## src/zsd_fifo.sv

```systemverilog
// Two-entry queue used at the input and between engine and result port.
// No dependencies.
module zsd_fifo #(
  parameter int WIDTH = 8
) (
  input  logic             clk,
  input  logic             rst,
  input  logic             push,
  input  logic [WIDTH-1:0] wdata,
  output logic             full,
  input  logic             pop,
  output logic [WIDTH-1:0] rdata,
  output logic             empty
);
  logic [WIDTH-1:0] slots [2];
  logic             wptr;
  logic             rptr;
  logic [1:0]       count;
  logic             do_push;
  logic             do_pop;

  assign full    = (count == 2'd2);
  assign empty   = (count == 2'd0);
  assign do_push = push && !full;
  assign do_pop  = pop && !empty;
  assign rdata   = slots[rptr];

  always_ff @(posedge clk) begin
    if (do_push) begin
      slots[wptr] <= wdata;
    end
    if (rst) begin
      wptr  <= 1'b0;
      rptr  <= 1'b0;
      count <= 2'd0;
    end else begin
      if (do_push) wptr <= !wptr;
      if (do_pop) rptr <= !rptr;
      count <= count + 2'(do_push) - 2'(do_pop);
    end
  end
endmodule

```

## config.mk

```make
export PLATFORM = sky130hd
export DESIGN_NAME = zsd_fifo
export DESIGN_NICKNAME = d
export VERILOG_FILES = /design/src/zsd_fifo.sv
export SDC_FILE = /design/constraint.sdc
export NUM_CORES = 1
export LEC_CHECK = 0
export BUFFER_PORTS_ARGS = -buffer_cell sky130_fd_sc_hd__buf_4
export CELL_PAD_IN_SITES_DETAIL_PLACEMENT = 1
export CELL_PAD_IN_SITES_GLOBAL_PLACEMENT = 2
export CORE_MARGIN = 10
export CORE_UTILIZATION = 36
export CTS_CLUSTER_DIAMETER = 80
export DETAILED_ROUTE_END_ITERATION = 8
export PLACE_DENSITY_LB_ADDON = 0.1
export SETUP_SLACK_MARGIN = 0.5
export SYNTH_ARGS = -nofsm -noshare
export SYNTH_HDL_FRONTEND = slang
export SYNTH_SLANG_ARGS = --single-unit
```

## constraint.sdc

```tcl
create_clock -name clk -period 4.1 [get_ports clk]
set_clock_uncertainty 0.2 [all_clocks]
set_input_delay 0.205 -clock clk [delete_from_list [all_inputs] [get_ports clk]]
set_output_delay 0.205 -clock clk [all_outputs]
set_load 0.03 [all_outputs]
```

==> results.py, run 1 <==
metrics = {
    "placement": {
        "place_congestion": 0.629,
        "place_hpwl_um": 1140,
        "place_inst": 100,
        "io_buffer_count": 21,
    },
    "route": {
        "num_vias": 507,
        "post-route-drc-count": 0,
        "viasPerCell": 4.49,
        "drt_iter0_drc": 7,
        "wl_um": 1530,
        "wl_per_cell_um": 13.5,
        "ant_nets": 0,
        "drt-pass1-iter-count": 2,
    },
    "critical_path": {
        "cp.depth": 2,
        "cp_data_arrival_time_ns": 1.42,
        "slowest_stage": "dfxtp_1",
        "worstReg2RegEnd": "count[1]",
        "rr_startpoint": "count[0]",
        "path_delay_family": "flip-flops",
        "crit_type": "flip-flop to primary output",
        "crit_buf_inv": 1,
        "start_kind": "flip-flop",
        "worst_setup_path_end_kind": "primary output",
        "cp_max_fo": 8,
        "crit_chain": "mux2_2 > buf_4",
        "endpoint": "rdata[1]",
        "reg2reg_depth": 8,
        "critical-path-max-stage-delay_ns": 0.57,
        "critPathRequiredTime_ns": 3.69,
        "r2r_setup_slack_ns": 2.34,
    },
    "final_layout": {
        "drive_gt1_share_pct": 36.5,
        "nFillCells": 245,
        "layout_commonest_cell": "buf_4",
        "final_nets": 100,
        "fin_util_pct": 51.4,
        "final_cell_mix": "buf_4 (21), edfxtp_1 (16), dlygate4sd3_1 (9)",
        "finalNonFillerCells": 113,
        "antenna_cells": 0,
        "areaGrowthSynthToFinish_pct": 37.5,
    },
    "clocking": {
        "cts_tree": "yes",
        "root_buffer": "clkbuf_4",
        "cts_setup_buffers": 0,
        "cts.sinks": 21,
        "clock_path_buffers": 2,
        "cts_inserted_buffers": 3,
        "cts.clk_slew.worst_paths_ns": 0.10,
        "clk_latency_ns": 0.29,
        "cts.htree.levels": 1,
    },
    "synth": {
        "synth_top_cells_by_area": "edfxtp_1 (59%), dfxtp_1 (12%), mux2_1 (6.9%), mux2_2 (4.2%), ha_1 (3.1%)",
        "syn_inst": 52,
        "synth_edf_count": 16,
        "synth_cell_types": 21,
        "synth.ff_latch_count": 21,
        "synth_ff_type": "edfxtp_1",
        "syn_nets": 66,
        "synth_top_family_by_area": "multiplexers",
        "synth-xor-area-share_pct": 2.16,
        "synth_compound_area_share_pct": 2.31,
        "synth-simple-area-share_pct": 7.25,
        "yosys.area_share.adder_pct": 3.09,
        "avgSynthCellArea_um2": 15.6,
        "synthesis.area_um2": 811,
        "yosysSeqAreaShare_pct": 71.6,
        "synthMuxAreaShare_pct": 11.1,
        "synth_top_cell_by_area": "edfxtp_1",
        "async_reset_ff_share_pct": 0,
        "yosysWarnings": 0,
        "synth_top_area_share_pct": 59.3,
    },
    "timing": {
        "fin_setup_tns_ns": 0,
        "clock.fmax_ghz": 0.547,
        "fin_crit_ns": 1.83,
        "setup_viol": 0,
        "rsz0062_at_grt": "no",
        "hold_violations": 0,
        "fin_crit_sh_pct": 44.6,
        "finalMaxSlewViolations": 0,
        "slew_headroom_pct": 74.0,
        "worstMarginPinSlew_ns": 0.389,
    },
    "hold_path": {
        "min_path_type": "primary input to flip-flop",
    },
    "global_route": {
        "grt_pass1_vias": 561,
        "grt_max_degree": 12,
        "grt-ovfl-total": 0,
        "grt_use_total_pct": 7.21,
        "grt_first_pass_wirelength_um": 2450,
        "antenna_found_initial": 0,
    },
    "power": {
        "max-vdd-ir-drop_mv": 0.326,
        "p_sw_share_pct": 35.5,
        "pwr_density_cell_mw_per_mm2": 597,
        "power_switching_w": 0.000236,
        "p_int_w": 0.000429,
        "seqPwrFrac_pct": 45.8,
        "combPwrFrac_pct": 40.1,
        "pwr-share-clk_pct": 14.1,
        "leakage_nw": 0.458,
        "total_power_w": 0.000665,
    },
    "floorplanning": {
        "core.rowCount": 17,
        "io_pins": 22,
        "die_y_um": 67.5,
        "dieWidth_um": 67.5,
        "initial_core_util_pct": 37.4,
        "core_area_mm2": 0.00217,
        "dieArea_mm2": 0.00455,
    },
    "status": {
        "outcome": "complete, no violations",
    },
    "run": {
        "cap_violations": 0,
    },
}
## kinds of logic after synthesis
family	after synthesis
AOI/OAI and AO/OA	3
xor gates and xnor gates	2
DFF	21
buffers and inverters	5
and+or+nand+nor	11
adders and majority gates	2
muxes	8
## Yosys cell counts, types with 2 or more instances
| master | count |
|---|---|
| mux2_2 | 3 |
| inv_1 | 3 |
| dfxtp_1 | 5 |
| nor2_1 | 4 |
| edfxtp_1 | 16 |
| ha_1 | 2 |
| mux2_1 | 5 |
## worst reg2reg max path: stages, from the launching register on
cell and delay [ns]:
dfxtp_1 0.38, nand2b_2 0.16, nand2_1 0.06, ha_1 0.27, inv_1 0.04, ha_1 0.17, xor2_1 0.14, and2_1 0.15
nor3_1 0.11
## routing by layer
layer	vias up	part of all wire (%)	track usage, %
met1	241	36	6.71
met2	14	54	13.0
met5	-	0	0
met3	3	8.4	3.64
li1	249	-	-
met4	0	1.4	3.08
## sequential cells by signal, indices dropped and copies added (netlist names), named ones only
register and count:
wptr 1, count 2, rptr 1, slots 16
## metrics by stage
step                      hold slack [ns]  worst slack [ns]  area, um2
final                              0.0823              2.27       1110
after detailed placement            0.193              2.33        998
after floorplan                    0.0741              2.43        811
after global routing               0.0967              2.18       1110
after CTS                          0.0772              2.23       1110
after global placement              0.191              2.36        998
## what timing repair did
item	CTS	global route
hold buffers	9	0
hold endpoints to repair	21	0
gates resized for setup	0	0
## final cells by class
type | instances | area (um2) | share of cell area, %
clock buffers | 4 | 26.3 | 2.36
flip-flops and latches | 21 | 581 | 52.1
inverters | 4 | 15.0 | 1.35
multi-input cells | 26 | 210 | 18.9
repair buffers | 30 | 248 | 22.2
well taps | 28 | 35.0 | 3.14
## how the worst min path moves through the flow
| stage | startpoint | end | slack (ns) | cells past startpoint |
|---|---|---|---|---|
| after floorplan | rst | wptr | 0.07 | 1 |
| after global placement | wdata[6] | slots[0][6] | 0.19 | 1 |
| after detailed placement | wdata[0] | slots[1][0] | 0.19 | 1 |
| after CTS | push | wptr | 0.08 | 4 |
| after global routing | push | wptr | 0.1 | 4 |
| final | push | wptr | 0.08 | 4 |
## power groups by stage
stage	Clock, W	Sequential, W	Combinational (W)
detailed placement	0	0.000311	0.000265
global placement	0	0.000309	0.000264
floorplan	0	0.000293	0.000189
finish	0.0000939	0.000305	0.000267
global route	0.000107	0.000311	0.000294
CTS	0.0000985	0.000306	0.000273
Note: power is estimated with default switching activity, not from simulation.
==> run 2, diff against run 1 <==
Settings changed: CORE_UTILIZATION 36 to 30.
Clock period 4.1 ns to 1.5 ns, I/O delays scaled along.
==> results.py, run 2 (synthesis gave the netlist of run 1 again) <==
metrics = {
    "clocking": {
        "clk_latency_ns": 0.29,
        "cts_inserted_buffers": 3,
        "cts.htree.levels": 1,
        "cts.sinks": 21,
        "cts_tree": "yes",
        "cts.clk_slew.worst_paths_ns": 0.11,
        "clock_path_buffers": 2,
        "holdBufCountCts": 9,
        "root_buffer": "clkbuf_4",
    },
    "final_layout": {
        "largest_reg_flops": 16,
        "final_cell_mix": "buf_4 (16), edfxtp_1 (16), buf_6 (13)",
        "areaGrowthSynthToFinish_pct": 68.7,
        "fin_util_pct": 54.2,
        "nFillCells": 244,
        "regMostFlops": "slots",
        "drive_gt1_share_pct": 63.4,
        "top_regs": "slots: 16 flops, count: 2 flops",
        "final_nets": 108,
        "antenna_cells": 0,
    },
    "route": {
        "num_vias": 544,
        "wl_per_cell_um": 14.0,
        "ant_nets": 0,
        "post-route-drc-count": 0,
        "wl_um": 1720,
        "drt-pass1-iter-count": 2,
        "drt_iter0_drc": 3,
        "viasPerCell": 4.42,
    },
    "timing": {
        "finalMaxSlewViolations": 0,
        "rsz0062_at_grt": "yes",
        "hold_violations": 1,
        "slew_headroom_pct": 88.3,
        "worstMarginPinSlew_ns": 0.176,
        "fin_crit_sh_pct": 113,
        "fin_crit_ns": 1.70,
        "fin_ws_ns": -0.201,
        "setup_viol": 11,
        "fin_hold_ws_ns": -0.0103,
        "clock.fmax_ghz": 0.588,
    },
    "hold_path": {
        "min_path_type": "primary input to flip-flop",
        "hold_depth": 4,
    },
    "placement": {
        "place_hpwl_um": 1250,
        "place_congestion": 0.631,
        "io_buffer_count": 21,
        "dpl_worst_slack_ns": -0.204,
    },
    "status": {
        "violations": "negative hold slack, negative setup slack",
        "outcome": "finished, violations left",
    },
    "power": {
        "max-vdd-ir-drop_mv": 0.906,
        "leakage_nw": 0.559,
        "pwr_density_cell_mw_per_mm2": 1730,
    },
    "critical_path": {
        "worst_setup_path_end_kind": "flip-flop",
        "crit_type": "flip-flop to flip-flop",
        "reg2reg_depth": 6,
        "cp_data_arrival_time_ns": 1.52,
        "cp_max_fo": 8,
        "critPathRequiredTime_ns": 1.32,
        "start_kind": "flip-flop",
    },
    "floorplanning": {
        "core_area_mm2": 0.00252,
        "core.rowCount": 18,
        "dieArea_mm2": 0.00518,
        "dieWidth_um": 72.0,
        "io_pins": 22,
        "die_y_um": 72.0,
        "initial_core_util_pct": 32.1,
    },
    "global_route": {
        "antenna_found_initial": 0,
        "grt_first_pass_wirelength_um": 2830,
        "grt_use_total_pct": 6.91,
        "grt_pass1_vias": 633,
        "grt-ovfl-total": 0,
        "grt_max_degree": 13,
    },
    "run": {
        "cap_violations": 0,
    },
}
## run 2: cell types whose count changed in the layout (fill, tap and decap cells not counted), moves of 2 or more
| cell | before | now |
|---|---|---|
| ha_4 | 0 | 2 |
| mux2_1 | 5 | 0 |
| inv_1 | 3 | 1 |
| ha_1 | 2 | 0 |
| mux2_4 | 0 | 8 |
| dfxtp_2 | 0 | 2 |
| buf_6 | 0 | 13 |
| buf_4 | 21 | 16 |
| dfxtp_1 | 5 | 2 |
| mux2_2 | 3 | 0 |
## run 2: critical path: stages (launching register included)
cell and delay [ns]:
dfxtp_2 0.37, nand2b_4 0.15, buf_6 0.10, buf_6 0.09, inv_4 0.03, or3_4 0.39, inv_8 0.10
## run 2: what timing repair did
| item | 4_1_cts | 5_1_grt |
|---|---|---|
| gates resized for setup | 18 | 8 |
| setup endpoints to repair | 31 | 31 |
| hold endpoints to repair | 21 | 1 |
| pin swaps | 3 | 3 |
| buffers inserted | 1 | 2 |
## run 2: where the power goes
group          total [W]  leakage (nW)  internal [W]  switching (W)
Combinational    0.00124         0.349      0.000693       0.000549
Clock           0.000257        0.0177     0.0000992       0.000158
Sequential      0.000871         0.192      0.000764       0.000107
## run 2: metrics by stage
stage	instances	total power (W)	setup TNS (ns)	cell area, um2
floorplan	52	0.00150	-0.403	897
global placement	107	0.00182	-0.702	1120
detailed placement	107	0.00184	-0.940	1120
CTS	121	0.00228	-0.940	1310
global route	123	0.00253	-2.73	1370
finish	123	0.00237	-1.84	1370
## run 2: metal layers
metal,vias up,wire [um],part of all wire [%],global-route usage (%)
met4,0,10,0.58,2.58
met2,15,920,53,12.0
met3,2,134,7.8,3.81
met5,-,0,0,0
li1,270,-,-,-
met1,257,655,38,6.76
## run 2: worst paths after layout
kind              startpoint     endpoint  slack [ns]
setup / recovery    count[0]  slots[0][4]       -0.20
hold / removal          push         wptr       -0.01
setup reg to reg    count[0]  slots[0][4]       -0.20
hold reg to reg         wptr         wptr        0.31
## run 2: layout make-up
cell class	count	area, um2	area share [%]
Multi-Input combinational cell	26	334	24.4
Clock buffer	3	22.5	1.65
Timing Repair Buffer	38	357	26.1
Clock inverter	1	5.00	0.366
Inverter	4	25.0	1.83
Tap cell	30	37.5	2.74
Sequential cell	21	587	42.9
==> run 3, diff against run 2 <==
Settings changed: ABC_AREA from default to 1.
==> results.py, run 3 <==
metrics = {
    "power": {
        "power_switching_w": 0.000902,
        "leakage_nw": 0.610,
        "total_power_w": 0.00249,
        "max-vdd-ir-drop_mv": 0.958,
        "seqPwrFrac_pct": 35.5,
        "pwr_density_cell_mw_per_mm2": 1720,
        "combPwrFrac_pct": 53.8,
        "p_int_w": 0.00158,
        "pwr-share-clk_pct": 10.7,
        "p_sw_share_pct": 36.3,
    },
    "hold_path": {
        "min_path_type": "primary input to flip-flop",
    },
    "placement": {
        "io_buffer_count": 21,
        "dpl_worst_slack_ns": -0.165,
        "placed_area_mm2": 0.00112,
        "place_congestion": 0.656,
        "place_hpwl_um": 1330,
    },
    "clocking": {
        "clk_latency_ns": 0.30,
        "cts.htree.levels": 1,
        "cts.sinks": 21,
        "clock_path_buffers": 2,
        "holdBufCountCts": 10,
        "root_buffer": "clkbuf_4",
        "cts_tree": "yes",
        "cts.clk_slew.worst_paths_ns": 0.11,
        "cts_inserted_buffers": 3,
    },
    "route": {
        "drt-pass1-iter-count": 2,
        "num_vias": 612,
        "drt_iter0_drc": 15,
        "post-route-drc-count": 0,
        "viasPerCell": 4.34,
        "wl_um": 1940,
        "wl_per_cell_um": 13.8,
        "ant_nets": 0,
    },
    "timing": {
        "slew_headroom_pct": 84.0,
        "clock.fmax_ghz": 0.631,
        "setup_viol": 1,
        "fin_hold_ws_ns": -0.122,
        "fin_crit_ns": 1.58,
        "fin_ws_ns": -0.0837,
        "worstMarginPinSlew_ns": 0.240,
        "finalMaxSlewViolations": 0,
        "rsz0062_at_grt": "yes",
        "hold_violations": 1,
        "fin_crit_sh_pct": 106,
    },
    "final_layout": {
        "drive_gt1_share_pct": 61.8,
        "nFillCells": 294,
        "areaGrowthSynthToFinish_pct": 66.6,
        "final_cell_mix": "buf_4 (19), edfxtp_1 (16), buf_6 (13)",
        "regMostFlops": "slots",
        "multi_input_area_um2": 334,
        "final_nets": 125,
        "layout_commonest_cell": "buf_4",
        "fin_util_pct": 52.5,
        "top_regs": "slots: 16 flops, count: 2 flops",
        "design_area_mm2": 0.00145,
        "antenna_cells": 0,
        "seq_area_um2": 592,
        "largest_reg_flops": 16,
    },
    "status": {
        "outcome": "finished, violations left",
        "violations": "negative hold slack, negative setup slack",
    },
    "critical_path": {
        "cp_max_fo": 3,
        "r2r_setup_slack_ns": -0.08,
        "worst_setup_path_end_kind": "flip-flop",
        "crit_type": "flip-flop to flip-flop",
        "path_delay_family": "adder cells",
        "critPathRequiredTime_ns": 1.51,
        "start_kind": "flip-flop",
        "critical-path-max-stage-delay_ns": 0.38,
        "slowest_stage": "dfxtp_4",
        "cp_data_arrival_time_ns": 1.59,
        "crit_buf_inv": 2,
        "crit_chain": "nor2_4 > nor2_4 > ha_4 > inv_2 > ha_4 > inv_2 > nand2_2 > a21oi_2 > nor2_1",
    },
    "floorplanning": {
        "io_pins": 22,
        "die_y_um": 73.8,
        "dieArea_mm2": 0.00545,
        "core.rowCount": 19,
        "dieWidth_um": 73.8,
        "initial_core_util_pct": 31.5,
        "core_area_mm2": 0.00276,
    },
    "synth": {
        "avgSynthCellArea_um2": 13.6,
        "yosysWarnings": 0,
        "synth_edf_count": 16,
        "synth_top_area_share_pct": 55.3,
        "async_reset_ff_share_pct": 0,
        "synth-xor-area-share_pct": 0,
        "synth_ff_type": "edfxtp_1",
        "synth_compound_area_share_pct": 1.15,
        "syn_inst": 64,
        "yosys.area_share.adder_pct": 2.88,
        "synth.most_common_cell": "edfxtp_1",
        "synth-simple-area-share_pct": 9.65,
        "synth_cell_types": 11,
        "synthMuxAreaShare_pct": 13.8,
        "synth_top_cell_by_area": "edfxtp_1",
        "synth_top_cells_by_area": "edfxtp_1 (55%), mux2_4 (14%), dfxtp_1 (12%), inv_1 (4.3%), nand2_1 (3.5%)",
        "synth.ff_latch_count": 21,
        "synth_top_family_by_area": "multiplexers",
        "synthesis.area_um2": 868,
        "netlist_top_cells_count": "edfxtp_1 (16), inv_1 (10), mux2_4 (8), nand2_1 (8), nor2_1 (7)",
        "yosysSeqAreaShare_pct": 66.9,
        "syn_nets": 78,
    },
    "global_route": {
        "grt_pass1_vias": 652,
        "grt-ovfl-total": 0,
        "antenna_found_initial": 0,
        "grt_first_pass_wirelength_um": 2980,
        "grt_use_total_pct": 7.20,
        "grt_max_degree": 13,
    },
    "run": {
        "cap_violations": 0,
    },
}
## run 3: cells by family (layout without fill, tap and decap cells)
kind of cell / Yosys count / count (layout)
and+or+nand+nor: 20 / 20
muxes: 8 / 8
buffers and inverters: 11 / 57
adders and majority gates: 2 / 2
DFF: 21 / 21
AOI/OAI and AO/OA: 2 / 2
## run 3: area by class of cell
type                       instances  share of cell area, %
timing repair buffer              43                   28.3
tap                               31                   2.68
multi-input combinational         32                   23.1
sequential                        21                   40.9
inverter                          10                   3.11
clock buffer                       3                   1.56
clock inverter                     1                  0.346
## run 3: layer usage
metal  track usage, %  vias to the layer above  wire length, um
met5                0                        -                0
met4             3.73                        0               14
met3             3.23                        2              114
met2             12.0                       14             1060
met1             7.38                      292              751
li1                 -                      304                -
## run 3: what timing repair did
| item | CTS | global route |
|---|---|---|
| cloned | 0 | 0 |
| endpoints found under the setup margin | 31 | 31 |
| hold endpoints to repair | 21 | 1 |
| pin swaps | 8 | 8 |
| gates resized for setup | 31 | 7 |
| setup buffers | 3 | 4 |
## run 3: through the flow
stage               std cells  TNS [ns]
detailed placement        120    -0.173
global route              141    -0.665
global placement          120    -0.113
finish                    141   -0.0837
floorplan                  64    -0.177
CTS                       137    -0.294
## run 3: final timing paths
path | start | endpoint | cells past startpoint
setup / recovery | count[0] | count[1] | 9
hold / removal | push | wptr | 3
setup reg to reg | count[0] | count[1] | 9
hold reg to reg | rptr | flip-flop | 2
## run 3: power by group through the flow
| stage | Clock [W] | Combinational [W] | Sequential (W) |
|---|---|---|---|
| after floorplan | 0 | 0.000618 | 0.000819 |
| after global placement | 0 | 0.000894 | 0.000865 |
| after detailed placement | 0 | 0.000904 | 0.000872 |
| after CTS | 0.000287 | 0.00119 | 0.000883 |
| after global routing | 0.000307 | 0.00143 | 0.000901 |
| final | 0.000265 | 0.00134 | 0.000883 |
## run 3: tightest hold or removal path, cell delays in order
cell	delay [ns]
buf_4	0.12
a21oi_2	0.06
nor2_1	0.09
